--- src/mqfm_pkg.sv ---
// ----------------------------------------------------------------------------
// mqfm_pkg
// Shared types, constants and helpers for the multi-queue FIFO manager.
// ----------------------------------------------------------------------------
package mqfm_pkg;

  // Sizing
  localparam int NUM_QUEUES    = 16;
  localparam int STORE_ENTRIES = 64;
  localparam int TAG_CHARS     = 19;
  localparam int ADDR_W        = $clog2(STORE_ENTRIES);

  // Fixed field widths
  localparam int KIND_W   = 2;
  localparam int QID_W    = 4;
  localparam int STATUS_W = 2;
  localparam int COUNT_W  = 7;
  localparam int MASK_W   = 16;
  localparam int TAG_BYTES = 19;
  localparam int TAG_W    = 8 * TAG_BYTES;

  // Operation codes
  localparam logic [KIND_W-1:0] KIND_ENQ  = 2'd0;
  localparam logic [KIND_W-1:0] KIND_DEQ  = 2'd1;
  localparam logic [KIND_W-1:0] KIND_LIST = 2'd2;
  localparam logic [KIND_W-1:0] KIND_NONE = 2'd3;

  // Result status codes
  localparam logic [STATUS_W-1:0] ST_OK      = 2'd0;
  localparam logic [STATUS_W-1:0] ST_NOQUEUE = 2'd1;
  localparam logic [STATUS_W-1:0] ST_EMPTY   = 2'd2;
  localparam logic [STATUS_W-1:0] ST_FULL    = 2'd3;

  typedef struct packed {
    logic [KIND_W-1:0] kind;
    logic [QID_W-1:0]  queue_id;
    logic [63:0]       tag_chars_0_7;
    logic [63:0]       tag_chars_8_15;
    logic [23:0]       tag_chars_16_18;
  } in_item_t;

  typedef struct packed {
    logic [STATUS_W-1:0] status;
    logic [COUNT_W-1:0]  queue_count;
    logic [63:0]         out_chars_0_7;
    logic [63:0]         out_chars_8_15;
    logic [23:0]         out_chars_16_18;
    logic                last;
  } out_item_t;

  // Controller to datapath strobes
  typedef struct packed {
    logic accept;
    logic init_wr;
    logic check;
    logic res;
    logic load_out;
    logic walk_rd;
    logic walk_next;
    logic tag_rd;
    logic list_out;
  } cmd_t;

  // Datapath to controller status
  typedef struct packed {
    logic              init_done;
    logic [KIND_W-1:0] kind;
    logic              invalid;
    logic              empty;
    logic              full;
    logic              walk_done;
    logic              idx_zero;
    logic              out_free;
  } sts_t;

  // Zero every character from the first NUL on, and beyond TAG_CHARS
  function automatic logic [TAG_W-1:0] clean_tag(input logic [TAG_W-1:0] t);
    logic [TAG_W-1:0] r;
    logic             ended;
    r     = '0;
    ended = 1'b0;
    for (int k = 0; k < TAG_BYTES; k++) begin
      if (k >= TAG_CHARS || t[8*k +: 8] == 8'h00) ended = 1'b1;
      if (!ended) r[8*k +: 8] = t[8*k +: 8];
    end
    return r;
  endfunction

endpackage

--- src/mqfm_ctrl.sv ---
// ----------------------------------------------------------------------------
// mqfm_ctrl
// Controller: sequences reset link pass, check, update, list walk and
// result hand-off.
// ----------------------------------------------------------------------------
module mqfm_ctrl (
  input  logic           clk,
  input  logic           rst_n,
  input  logic           in_valid,
  output logic           in_ready,
  input  mqfm_pkg::sts_t sts,
  output mqfm_pkg::cmd_t cmd
);

  typedef enum logic [9:0] {
    S_INIT   = 10'b0000000001,
    S_IDLE   = 10'b0000000010,
    S_CHECK  = 10'b0000000100,
    S_RES    = 10'b0000001000,
    S_EMIT   = 10'b0000010000,
    S_LREAD  = 10'b0000100000,
    S_LNEXT  = 10'b0001000000,
    S_LCHAIN = 10'b0010000000,
    S_LTAG   = 10'b0100000000,
    S_LOUT   = 10'b1000000000
  } state_t;

  state_t state_r, state_nxt;

  always_ff @(posedge clk) begin
    if (!rst_n) state_r <= S_INIT;
    else        state_r <= state_nxt;
  end

  // Next state and strobes
  always_comb begin
    state_nxt = state_r;
    cmd       = '0;
    in_ready  = 1'b0;
    case (state_r)
      S_INIT: begin
        cmd.init_wr = 1'b1;
        if (sts.init_done) state_nxt = S_IDLE;
      end
      S_IDLE: begin
        in_ready   = 1'b1;
        cmd.accept = in_valid;
        if (in_valid) state_nxt = S_CHECK;
      end
      S_CHECK: begin
        cmd.check = 1'b1;
        if (sts.kind == mqfm_pkg::KIND_NONE) state_nxt = S_IDLE;
        else if (sts.invalid) state_nxt = S_EMIT;
        else if (sts.kind == mqfm_pkg::KIND_ENQ) state_nxt = sts.full ? S_EMIT : S_RES;
        else if (sts.empty) state_nxt = S_EMIT;
        else if (sts.kind == mqfm_pkg::KIND_DEQ) state_nxt = S_RES;
        else state_nxt = S_LREAD;
      end
      S_RES: begin
        cmd.res   = 1'b1;
        state_nxt = S_EMIT;
      end
      S_EMIT: begin
        if (sts.out_free) begin
          cmd.load_out = 1'b1;
          state_nxt    = S_IDLE;
        end
      end
      S_LREAD: begin
        cmd.walk_rd = 1'b1;
        state_nxt   = S_LNEXT;
      end
      S_LNEXT: begin
        cmd.walk_next = 1'b1;
        state_nxt     = sts.walk_done ? S_LCHAIN : S_LREAD;
      end
      S_LCHAIN: state_nxt = S_LTAG;
      S_LTAG: begin
        cmd.tag_rd = 1'b1;
        state_nxt  = S_LOUT;
      end
      S_LOUT: begin
        if (sts.out_free) begin
          cmd.list_out = 1'b1;
          state_nxt    = sts.idx_zero ? S_IDLE : S_LCHAIN;
        end
      end
      default: state_nxt = S_INIT;
    endcase
  end

endmodule

--- config.mk ---
export PLATFORM = sky130hd
export DESIGN_NAME = mqfm_ctrl
export DESIGN_NICKNAME = d
export VERILOG_FILES = /design/src/mqfm_pkg.sv /design/src/mqfm_ctrl.sv
export SDC_FILE = /design/constraint.sdc
export NUM_CORES = 1
export LEC_CHECK = 0
export BUFFER_PORTS_ARGS = -buffer_cell sky130_fd_sc_hd__buf_4
export CAP_MARGIN = 20
export CELL_PAD_IN_SITES_DETAIL_PLACEMENT = 1
export CELL_PAD_IN_SITES_GLOBAL_PLACEMENT = 2
export CORE_MARGIN = 2
export CORE_UTILIZATION = 31
export DETAILED_ROUTE_END_ITERATION = 12
export PLACE_DENSITY = 0.91
export SYNTH_ARGS = -nofsm -noshare
export SYNTH_HDL_FRONTEND = slang
export SYNTH_SLANG_ARGS = --single-unit
--- constraint.sdc ---
create_clock -name clk -period 3.75 [get_ports clk]
set_input_delay 0.75 -clock clk [delete_from_list [all_inputs] [get_ports clk]]
set_output_delay 0.75 -clock clk [all_outputs]
set_load 0.05 [all_outputs]
==> impl_metrics.yaml <==
layout:
  fin_nets: 132
  top_register: "state_r"
  final.fill_count: 320
  area_grow_syn2layout_pct: 27.2
  fin_cells: 149
  proportion_of_layout_cells_with_a_drive_suffix_above_1: 0.345
  biggestRegsByFlops: "state_r: 10 flops"
  largest_reg_flops: 10
  antenna-diode-count: 0
clock_network:
  cts_sink_cnt: 10
  cts_setup_buffers: 0
  root_buffer: "clkbuf_4"
  cts_max_level: 1
  clock_path_buffers: 2
  tritoncts: "done"
  cts.repair.resized: 0
  clock_insertion_delay_worst_skew_ns: 0.27
  holdBufCountCts: 0
  cts_inserted_buffers: 3
  clock_transition_time_at_the_flip_flop_clock_pins_of_the_worst_setup_and_hold_paths_ns: 0.07
placement:
  post-place-ws_ns: 1.39
  routabilityCongestion: 0.903
  dp_cells: 145
  detailedPlacementHpwl_microns: 1820
  buffer_ports.inserted: 21
route:
  avgRoutedWirePerCell_microns: 14.6
  num_vias: 772
  post_route_antenna_net_violation_count: 0
  detail_route.vias_per_cell: 5.18
  dr_drc_count: 0
  first_pass_iters: 4
  first_iter_violations: 10
  totalWireLength_microns: 2170
critical_path:
  crit_required_ns: 3.00
  worst-path-max-fanout: 9
  cpPeakStageDelay_ns: 0.46
  worst-endpoint-arrival_ns: 1.91
  reg2reg_slack_ns: 1.92
  path_class: "flop to output pin"
  r2r-start: "state_r[4]"
  r2r.worst_path.cells: 5
  critical_path.slowest_cell: "nor4_4"
  cp_cell_sequence: "nor4_4 > nand3_2 > nor2_4 > and2_1 > buf_4"
  startpoint_type_of_the_worst_setup_path: "flop"
  r2r_end: "state_r[0]"
  crit_path_end_kind: "output pin"
timing:
  final-max-slew-violation-count: 0
  fin_ws_ns: 1.09
  timing.final.crit_share: 0.709
  tns_ns: 0
  final_period_minus_worst_setup_slack_ns: 2.66
  hold_viol: 0
  rsz0062_at_grt: "no"
  max_slew.worst_pin.slew_ns: 0.478
  setup_viol_count_final: 0
  clock_skew_ns: 0.00217
  maxClockFrequency_mhz: 376
  slew_headroom: 0.680
worst_hold_path:
  min_from: "state_r[7]"
  timing.hold.worst_path_depth: 1
  min_delay_worst_endpoint: "state_r[8]"
  min_path_type: "flop to flop"
power_and_ir_drop:
  share_comb_of_total_power: 0.518
  seqPwrFrac: 0.285
  p_int_w: 0.000280
  cellPowerDensity_nw_per_um2: 487
  switchingPower_w: 0.000220
  total_leakage_power_nw: 0.414
  ir_worst_vdd_v: 0.000302
  clock_power_share: 0.197
  sw_frac_of_total: 0.440
synth:
  synth_seq_area_share: 0.248
  synthesis.instances: 95
  post_synthesis_instance_area_sq_um: 808
  synth.area.top_cells: "dfxtp_1, nor2_1, nor4_4"
  mean_instance_size_in_the_synthesized_netlist_sq_um: 8.51
  synthDominantCellAreaShare: 0.248
  synth_cell_types: 39
  post_synth_net_total: 107
  synth.ff_latch_count: 10
  synth_area_leader_cell: "dfxtp_1"
  yosysWarningCount: 0
run:
  max_cap_viol_count: 0
grt:
  grt_first_pass_wirelength_microns: 3520
  grt_remaining_overflow: 0
  first_global_vias: 764
  track_usage: 0.168
  grt_max_degree: 10
  antenna_found_initial: 0
outcome:
  run_status: "finished, final reports clean"
floorplanning:
  fp.dieH_microns: 55.1
  die_area_sq_um: 3030
  initial_core_util: 0.326
  row_count: 18
  core_sq_um: 2480
  fp.dieW_microns: 55.1
  num_io_pins: 22
layer usage:
metal / vias to the layer above / global-route usage / share of wire
met2: 22 / 0.282 / 0.48
met3: 5 / 0.0242 / 0.037
li1: 397 / - / -
met5: - / 0 / 0
met4: 0 / 0.0854 / 0.020
met1: 348 / 0.208 / 0.47
cell usage in the layout, fill, tap and decap left out, drive strengths merged, types with 3 or more instances in the layout:
cell type  synthesis  layout
nor2              15      15
inv                5       5
nand3              4       4
nand2              6       6
nor3               9       9
and4               3       3
nand2b             5       5
buf                1      21
a21oi              8       8
xor2               3       3
nor4               3       3
clkbuf             0       4
dfxtp             10      10
critical path, delay by kind of cell, from the launching register on:
| family | cells | cell delay, ns |
|---|---|---|
| AND/OR/NAND/NOR | 4 | 1.01 |
| flip-flops | 1 | 0.44 |
| buffers and inverters | 1 | 0.19 |
cells in the mapped netlist (all sizes together):
cell     number
o41ai         1
nor2b         2
and4          3
inv           5
a31o          1
xor2          3
o211a         1
a2bb2oi       1
and4b         1
o211ai        1
and2          1
nor4          3
nand4         1
nand2b        5
a21oi         8
o21ai         2
nor3          9
dfxtp        10
nand2         6
or2b          1
or2           1
buf           1
nor2         15
a21o          1
nand3         4
a211oi        1
nand3b        1
o32ai         1
or3           2
nand4b        2
nor4b         1
power by group through the flow:
stage          registers [W]  clock network (W)  logic, W
6_report            0.000143          0.0000984  0.000260
5_1_grt             0.000147           0.000105  0.000279
4_1_cts             0.000143          0.0000999  0.000262
3_5_place_dp        0.000146                  0  0.000261
3_3_place_gp        0.000144                  0  0.000259
2_1_floorplan       0.000139                  0  0.000198
metrics by stage:
step,utilization,power (W),cell area [sq um],hold WS (ns)
floorplan,-,0.000337,808,0.549
global placement,0.401,0.000403,992,0.581
detailed placement,0.401,0.000407,992,0.593
CTS,0.415,0.000505,1030,0.603
global route,0.415,0.000531,1030,0.617
finish,0.415,0.000501,1030,0.596
logic make-up after synthesis:
group | count (synthesis) | synth area share
AO/OA/AOI/OAI | 18 | 0.204
XOR/XNOR | 3 | 0.0325
AND/OR/NAND/NOR | 58 | 0.478
flip-flops | 10 | 0.248
buffers and inverters | 6 | 0.0372
worst max path at each step:
stage          slack [ns]     end        from
6_report             1.09  cmd[8]  state_r[4]
5_1_grt              0.96  cmd[8]  state_r[4]
4_1_cts              1.08  cmd[8]  state_r[4]
3_5_place_dp         1.39  cmd[8]  state_r[4]
3_3_place_gp         1.44  cmd[8]  state_r[4]
2_1_floorplan        1.04  cmd[4]  state_r[0]
cell type report:
cell class | instances | area, sq um | area share
Clock buffer | 4 | 36.3 | 0.0353
Inverter | 5 | 18.8 | 0.0182
Multi-Input combinational cell | 79 | 578 | 0.562
Sequential cell | 10 | 200 | 0.195
Tap cell | 30 | 37.5 | 0.0365
Timing Repair Buffer | 21 | 158 | 0.153
(Power assumes the default switching activity.)
